--- src/dmwc_pkg.sv ---
// Shared package of the direct-mapped write-back cache tag store.
// Holds default parameter values, fixed field widths and the command and
// status bundles between the controller and the datapath. No dependencies.
`timescale 1ns / 1ps

package dmwc_pkg;

  // Defaults for the top-level parameters.
  localparam int unsigned DefBlockBytes  = 64;
  localparam int unsigned DefSetCount    = 1024;
  localparam int unsigned DefAddressBits = 32;

  // Fixed widths of the address field and the running counts.
  localparam int unsigned ADDR_W = 32;
  localparam int unsigned CNT_W  = 32;

  // Controller to datapath commands.
  typedef struct packed {
    logic clear_step;  // write one cleared entry during the reset sweep
    logic capture;     // take an input word and read its set
    logic commit;      // update the set, the counts and the result register
  } dmwc_cmd_t;

  // Datapath to controller status.
  typedef struct packed {
    logic clear_last;  // the sweep is at the last set
  } dmwc_sts_t;

endpackage : dmwc_pkg

--- src/dmwc_ctrl.sv ---
// Controller of the direct-mapped write-back cache tag store.
// Runs the reset clearing sweep, the accept and update sequence and the
// result valid flag. Depends on dmwc_pkg.
`timescale 1ns / 1ps

module dmwc_ctrl (
  input  logic                clk_i,
  input  logic                rst_ni,
  input  logic                in_valid_i,
  output logic                in_stall_o,
  output logic                out_valid_o,
  input  logic                out_stall_i,
  input  dmwc_pkg::dmwc_sts_t sts_i,
  output dmwc_pkg::dmwc_cmd_t cmd_o
);
  import dmwc_pkg::*;

  typedef enum logic [2:0] {
    S_CLEAR  = 3'b001,
    S_IDLE   = 3'b010,
    S_UPDATE = 3'b100
  } state_e;

  state_e state_q, state_d;
  logic   out_valid_q, out_valid_d;
  logic   out_taken;

  // The result register is free when empty or being taken this cycle.
  assign out_taken = out_valid_q && !out_stall_i;

  // Commands to the datapath.
  always_comb begin
    cmd_o            = '0;
    cmd_o.clear_step = (state_q == S_CLEAR);
    cmd_o.capture    = (state_q == S_IDLE) && in_valid_i;
    cmd_o.commit     = (state_q == S_UPDATE) && (!out_valid_q || out_taken);
  end

  // Next state.
  always_comb begin
    state_d = state_q;
    case (state_q)
      S_CLEAR: begin
        if (sts_i.clear_last) begin
          state_d = S_IDLE;
        end
      end
      S_IDLE: begin
        if (in_valid_i) begin
          state_d = S_UPDATE;
        end
      end
      S_UPDATE: begin
        if (cmd_o.commit) begin
          state_d = S_IDLE;
        end
      end
      default: begin
        state_d = S_CLEAR;
      end
    endcase
  end

  // Result valid: set by a commit, cleared when the word is taken.
  always_comb begin
    out_valid_d = out_valid_q;
    if (cmd_o.commit) begin
      out_valid_d = 1'b1;
    end else if (out_taken) begin
      out_valid_d = 1'b0;
    end
  end

  always_ff @(posedge clk_i or negedge rst_ni) begin
    if (!rst_ni) begin
      state_q     <= S_CLEAR;
      out_valid_q <= 1'b0;
    end else begin
      state_q     <= state_d;
      out_valid_q <= out_valid_d;
    end
  end

  assign in_stall_o  = (state_q != S_IDLE);
  assign out_valid_o = out_valid_q;

  // An accepted word always moves on to the update step.
  a_accept_to_update : assert property (@(posedge clk_i) disable iff (!rst_ni)
    (in_valid_i && !in_stall_o) |=> (state_q == S_UPDATE))
    else $error("accepted word did not reach the update step");

  // A commit never overwrites a result that is still waiting.
  a_no_overwrite : assert property (@(posedge clk_i) disable iff (!rst_ni)
    cmd_o.commit |-> (!out_valid_q || !out_stall_i))
    else $error("result overwritten while stalled");

  // A commit always presents a result in the next cycle.
  a_commit_valid : assert property (@(posedge clk_i) disable iff (!rst_ni)
    cmd_o.commit |=> out_valid_q)
    else $error("commit did not raise result valid");

  // The sweep ends at the last set.
  a_sweep_end : assert property (@(posedge clk_i) disable iff (!rst_ni)
    (state_q == S_CLEAR && sts_i.clear_last) |=> (state_q == S_IDLE))
    else $error("clearing sweep did not end at the last set");

endmodule : dmwc_ctrl

--- config.mk ---
export PLATFORM = sky130hd
export DESIGN_NAME = dmwc_ctrl
export DESIGN_NICKNAME = d
export VERILOG_FILES = /design/src/dmwc_pkg.sv /design/src/dmwc_ctrl.sv
export SDC_FILE = /design/constraint.sdc
export NUM_CORES = 1
export LEC_CHECK = 0
export BUFFER_PORTS_ARGS = -buffer_cell sky130_fd_sc_hd__buf_2
export CAP_MARGIN = 30
export CORE_AREA = 5 5 42 44
export DETAILED_ROUTE_END_ITERATION = 6
export DIE_AREA = 0 0 47 49
export HOLD_SLACK_MARGIN = 0.1
export PLACE_DENSITY = 0.41
export SYNTH_ARGS = -nofsm -noshare
export SYNTH_HDL_FRONTEND = slang
export SYNTH_SLANG_ARGS = --single-unit
export TNS_END_PERCENT = 5
--- constraint.sdc ---
create_clock -name clk_i -period 1.4 [get_ports clk_i]
set_input_delay 0 -clock clk_i [delete_from_list [all_inputs] [get_ports clk_i]]
set_output_delay 0 -clock clk_i [all_outputs]
set_load 0.02 [all_outputs]
Word-level counts from Yosys, hierarchy flattened --
Cells that the tools add are included.
Storage, ports and cells: register bits after elaboration 4, bits of input ports 5, output and inout bits 5, logic and storage cells 23
Cells by class: equal/unequal tests 7, multiplexer cells 6, reduce and logical (&&, ||, !) cells 8
Operator list (number):
- $mux 3 | 3
- $pmux 3 s3 | 1
- $ne 2x2->1 const B | 3
- $eq 3x1->1 const B | 1
- $eq 3x2->1 const B | 1
- $eq 3x3->1 const B | 1
- $logic_and 1x1->1 | 3
- $ne 3x2->1 const B | 1
- $reduce_and 3->1 | 1
- $logic_not 1->1 | 2
- $mux 1 | 2
- $reduce_bool 2->1 | 1
- $logic_or 1x1->1 | 1

Depth between registers and ports, before layout --
Gate-level depths: netlist (run 1).
depth in word-level cells 6, gate-level depth with buffers 3

Least setup slack after synthesis (run 1) --
Ideal clock, no wire load.
kind flip-flop to output port, from register state_q[0], to output port cmd_o[2] (netlist name), arrival 1.101 ns, slack 0.299 ns, stages on the path, launching flop included 3, cells stage by stage dfstp_2 > inv_1 > nor3_1
RTL lines:
- from (decl) | line dmwc_ctrl.sv:24 | state_e state_q, state_d;
- from (signal assigned) | line dmwc_ctrl.sv:79 | state_q <= state_d;
- to (decl) | line dmwc_ctrl.sv:14 | output dmwc_pkg::dmwc_cmd_t cmd_o

==> results of run 1 <==
==> cell families after synthesis <==
| group | count (synthesis) | synth area share (%) |
|---|---|---|
| compound gates | 4 | 11.60 |
| xor+xnor | 1 | 3.868 |
| buf+inv | 3 | 6.632 |
| flops | 4 | 44.75 |
| simple gates | 10 | 33.15 |
==> power by group <==
group | total [mW] | switching (mW) | internal [mW]
clock | 0.152 | 0.0449 | 0.107
combinational | 0.225 | 0.115 | 0.109
sequential | 0.226 | 0.0620 | 0.164
==> how the worst min path moves through the flow <==
stage,startpoint,to,slack [ps]
after floorplan,rst_ni,out_valid_o,-300
after global placement,rst_ni,state_q[2],-190
after detailed placement,rst_ni,state_q[2],-190
after CTS,sts_i,state_q[0],210
after global routing,sts_i,state_q[0],250
final,sts_i,state_q[0],210
==> worst max-delay path: stages, from the launching register on <==
cell	delay [ps]
dfrtp_1	450
or3b_4	410
nor2_2	80
buf_2	160
==> what timing repair did <==
item / 4_1_cts / 5_1_grt
gates resized for setup: 0 / 2
hold buffers: 4 / 0
hold endpoints to repair: 7 / 0
setup endpoints to repair: 0 / 2
==> layout make-up <==
| class | count | area, um2 |
|---|---|---|
| clock buffers | 4 | 26.28 |
| fillers | 166 | 1045 |
| inverters | 2 | 7.507 |
| multi-input cells | 15 | 115.1 |
| flip-flops and latches | 4 | 102.6 |
| well taps | 16 | 20.02 |
| repair buffers | 13 | 85.08 |
==> sequential cells by signal, summed over array words and instances, names as in the netlist <==
name / flops
state_q: 3
out_valid_o: 1
==> routing by layer <==
metal,up-vias,wire length [um],global-route usage [%]
li1,110,-,-
met1,95,230,6.208
met2,7,245,6.335
met3,0,62,1.107
met4,0,0,5.530
met5,-,0,0
==> layout by cell type, fill, tap and decap left out <==
master	Yosys	final
a211o_1	1	1
nor4b_1	1	1
nand2_1	1	1
dfstp_2	1	1
dfrtp_1	3	2
nor3_1	1	1
xor2_1	1	1
or3b_4	1	1
buf_2	0	9
nand4b_1	1	1
and2_1	1	1
a21o_1	1	1
inv_1	2	2
nor2_2	1	1
nand3b_1	1	1
dfrtp_2	0	1
dlygate4sd3_1	0	4
clkbuf_1	0	1
nor4bb_1	1	1
clkbuf_4	0	3
a21oi_1	2	2
nor3b_2	0	1
==> flow_metrics.py, run 1 <==
metrics = {
    "outcome": {
        "status": "finished clean",
    },
    "cts": {
        "h-tree-depth": 1,
        "tritoncts": "yes",
        "cts_buffers": 3,
        "cts_buffer_depth": 2,
        "cts_root_buf": "clkbuf_4",
        "cts.sinks": 4,
        "postCtsSetupBuffers": 0,
        "clkTransAtPathRegs_ps": 30,
        "insertion_delay_ps": 230,
    },
    "flow_run": {
        "max-cap-violations": 0,
    },
    "worst_setup_path": {
        "worstRegToRegCells": 2,
        "rrSetupSlack_ps": 280,
        "worst-path-max-fanout": 8,
        "worstSetupStartpointType": "flop",
        "rr_startpoint": "state_q[0]",
        "r2r-end": "state_q[1]",
        "crit_start": "state_q[2]",
        "worstSetupPathType": "flop to output pin",
        "end_kind": "output pin",
        "critPathRequiredTime_ps": 1400,
        "critical_path.endpoint": "cmd_o[1]",
        "cp.arrival_ps": 1320,
    },
    "sta": {
        "fin_hold_ws_ps": 210.5,
        "rsz0062_at_grt": "no",
        "slew_headroom_pct": 75.14,
        "finalSetupTns_ps": 0,
        "clock_skew_ps": 6.570,
        "hold_viol_final": 0,
        "setup_viol": 0,
        "min_period_over_period_pct": 94.50,
        "min_period_ps": 1323,
        "worst_pin_slew_ps": 367.9,
        "fmax_mhz": 755.8,
        "finalMaxSlewViolations": 0,
        "worst_slack_ps": 76.97,
    },
    "worst_hold_path": {
        "hold_depth": 3,
        "min_path_type": "input port to flop",
    },
    "layout": {
        "fin_util_pct": 25.45,
        "final_cell_count_no_fill": 54,
        "antenna_cells": 0,
        "syn_to_final_growth_pct": 57.46,
        "post-route-cell-area_um2": 356.6,
        "fin_nets": 44,
        "drive_gt1_share_pct": 44.74,
    },
    "floorplan": {
        "dieArea_um2": 2303,
        "fp-row-count": 14,
        "num_io_pins": 10,
        "core_um2": 1401,
        "die_height_um": 49,
        "start_util_pct": 16.16,
        "die_w_um": 47,
    },
    "logic_synthesis": {
        "ys.flop_type": "dfrtp_1",
        "syn_inst": 22,
        "syn-cell-area_um2": 226.5,
        "synthTopCellsByCount": "3 x dfrtp_1, 2 x a21oi_1, 2 x inv_1",
        "netlist_top_cells_area": "dfrtp_1 33%, dfstp_2 12%, or3b_4 5.0%",
        "ys_ff_latch": 4,
        "synthArstFlopShare_pct": 100.0,
        "yosysTopAreaCellShare_pct": 33.15,
        "synth-seq-area-share_pct": 44.75,
        "yosysMostFrequentCell": "dfrtp_1",
        "syn_nets": 27,
        "yosys_warnings": 0,
        "synth_top_cell_by_area": "dfrtp_1",
        "synth_edf_count": 0,
        "yosysUniqueCellTypes": 18,
        "syn_area_per_cell_um2": 10.29,
    },
    "routing": {
        "drt_iter0_drc": 0,
        "wire_per_inst_um": 9.963,
        "vias_per_cell": 3.926,
        "drc_errors": 0,
        "vias": 212,
        "routed_wl_um": 538,
        "ant_nets": 0,
        "dr.pass1.iters": 1,
    },
    "power": {
        "ir_worst_vdd_uv": 531.2,
        "p_leak_nw": 0.1803,
        "p_total_mw": 0.6024,
        "powerDensity_nw_per_um2": 1689,
    },
    "placed_design": {
        "placed_cell_area_um2": 284.0,
        "place_congestion": 0.7630,
        "dp_slack_ps": 288.5,
        "placement.io_buffers": 9,
        "place_inst": 46,
    },
    "grt": {
        "grt_util_all_layers_pct": 5.014,
        "grt_pass1_vias": 211,
        "grt_first_pass_wirelength_um": 800,
        "overflow": 0,
        "grt_max_degree": 9,
        "antenna_found_initial": 0,
    },
}
Note: power is estimated with default switching activity, not from simulation.
==> inputs of run 2 (changes only) <==
--- a/config.mk
+++ b/config.mk
@@ -12,6 +12,7 @@
 export DIE_AREA = 0 0 47 49
 export HOLD_SLACK_MARGIN = 0.1
 export PLACE_DENSITY = 0.41
+export RECOVER_POWER = 25
 export SYNTH_ARGS = -nofsm -noshare
 export SYNTH_HDL_FRONTEND = slang
 export SYNTH_SLANG_ARGS = --single-unit
==> flow_metrics.py, run 2 (synthesis gave the netlist of run 1 again) <==
metrics = {
    "outcome": {
        "status": "finished clean",
    },
    "cts": {
        "cts_buffers": 3,
        "tritoncts": "yes",
        "clkTransAtPathRegs_ps": 30,
        "h-tree-depth": 1,
        "cts.sinks": 4,
        "postCtsSetupBuffers": 0,
        "insertion_delay_ps": 230,
        "cts_root_buf": "clkbuf_4",
        "cts_buffer_depth": 2,
    },
    "floorplan": {
        "die_w_um": 47,
        "die_height_um": 49,
        "start_util_pct": 16.16,
        "core_um2": 1401,
        "fp-row-count": 14,
        "dieArea_um2": 2303,
        "num_io_pins": 10,
    },
    "routing": {
        "vias": 212,
        "routed_wl_um": 539,
        "drc_errors": 0,
        "ant_nets": 0,
        "drt_iter0_drc": 0,
        "wire_per_inst_um": 9.981,
        "dr.pass1.iters": 1,
        "vias_per_cell": 3.926,
    },
    "power": {
        "powerDensity_nw_per_um2": 1698,
        "ir_worst_vdd_uv": 528.9,
        "p_leak_nw": 0.1732,
    },
    "worst_setup_path": {
        "worstSetupStartpointType": "flop",
        "slowest_delay_ps": 450,
        "cp_slowest_cell": "dfrtp_1",
        "end_kind": "output pin",
        "worst-path-max-fanout": 8,
        "critPathRequiredTime_ps": 1400,
        "worst-path-buf-inv": 1,
        "worstSetupPathType": "flop to output pin",
        "crit_family": "simple AND/OR/NAND/NOR gates",
        "crit_chain": "or3b_4, nor2_2, buf_2",
        "cp.arrival_ps": 1320,
    },
    "grt": {
        "grt_util_all_layers_pct": 5.014,
        "antenna_found_initial": 0,
        "grt_pass1_vias": 211,
        "grt_first_pass_wirelength_um": 800,
        "overflow": 0,
        "grt_max_degree": 9,
    },
    "layout": {
        "final_cell_count_no_fill": 54,
        "layout_commonest_cell": "buf_2",
        "syn_to_final_growth_pct": 56.35,
        "top_register": "state_q",
        "largest_reg_flops": 3,
        "drive_gt1_share_pct": 39.47,
        "final_cell_mix": "7 x buf_2, 4 x dlygate4sd3_1, 3 x clkbuf_4, 3 x clkbuf_1",
        "fin_util_pct": 25.27,
        "fin_nets": 44,
        "antenna_cells": 0,
    },
    "sta": {
        "setup_viol": 0,
        "finalSetupTns_ps": 0,
        "finalMaxSlewViolations": 0,
        "clock_skew_ps": 6.554,
        "fmax_mhz": 755.8,
        "min_period_ps": 1323,
        "min_period_over_period_pct": 94.50,
        "slew_headroom_pct": 75.14,
        "hold_viol_final": 0,
        "rsz0062_at_grt": "no",
        "worst_pin_slew_ps": 367.9,
    },
    "worst_hold_path": {
        "min_path_type": "input port to flop",
    },
    "placed_design": {
        "place_inst": 46,
        "placement.io_buffers": 9,
        "place_congestion": 0.7630,
    },
    "flow_run": {
        "max-cap-violations": 0,
    },
}
run 2: cell count changes in the layout (fill, tap and decap cells not counted):
cell	previous run	this run
clkbuf_1	1	3
buf_2	9	7
run 2: worst reg2reg max path, cell delays in order, from the launching register on:
cell and delay [ps]:
dfstp_2 570, nor4bb_1 330, a211o_1 160
run 2: final timing paths:
| path | from | endpoint | slack [ps] | cells after the start |
|---|---|---|---|---|
| worst max-delay path | state_q[2] | cmd_o[1] | 80 | 3 |
| max in group asynchronous | rst_ni | state_q[1] | 560 | 3 |
| worst min register to register | out_valid_o | out_valid_o | 530 | 1 |
| min in group asynchronous | rst_ni | state_q[0] | 270 | 2 |
| worst max register to register | state_q[0] | state_q[1] | 280 | 2 |
| worst min-delay path | sts_i | state_q[0] | 210 | 3 |
run 2: per-stage QoR:
step           hold slack (ps)  cell area [um2]  power [mW]  worst slack (ps)
5_1_grt                  254.9            354.1      0.6524             13.97
3_3_place_gp            -190.5            284.0      0.4298             252.9
2_1_floorplan           -295.6            226.5      0.3648             299.0
3_5_place_dp            -192.7            284.0      0.4376             288.5
4_1_cts                  206.2            350.3      0.6070             43.70
6_report                 210.5            354.1      0.6012             76.95
run 2: cell type report:
cell class | count | area (um2)
Inverter | 2 | 7.507
Multi-Input combinational cell | 15 | 115.1
Sequential cell | 4 | 102.6
Tap cell | 16 | 20.02
Fill cell | 168 | 1047
Timing Repair Buffer | 13 | 82.58
Clock buffer | 4 | 26.28
run 2: report_power, final:
group	switching [mW]	internal, mW
logic	0.115	0.108
clock network	0.0449	0.107
registers	0.0620	0.164
total	0.222	0.379
run 2: repair_timing:
| action | 4_1_cts | 5_1_grt |
|---|---|---|
| hold buffers | 4 | 0 |
| setup endpoints to repair | 0 | 2 |
| endpoints found under the hold margin | 7 | 0 |
| gates resized for setup | 0 | 2 |
run 2: layer usage:
metal,vias to the layer above,track usage (%),part of all wire [%]
met2,7,6.335,45
met3,0,1.107,12
met4,0,5.530,0
met5,-,0,0
li1,110,-,-
met1,95,6.208,43
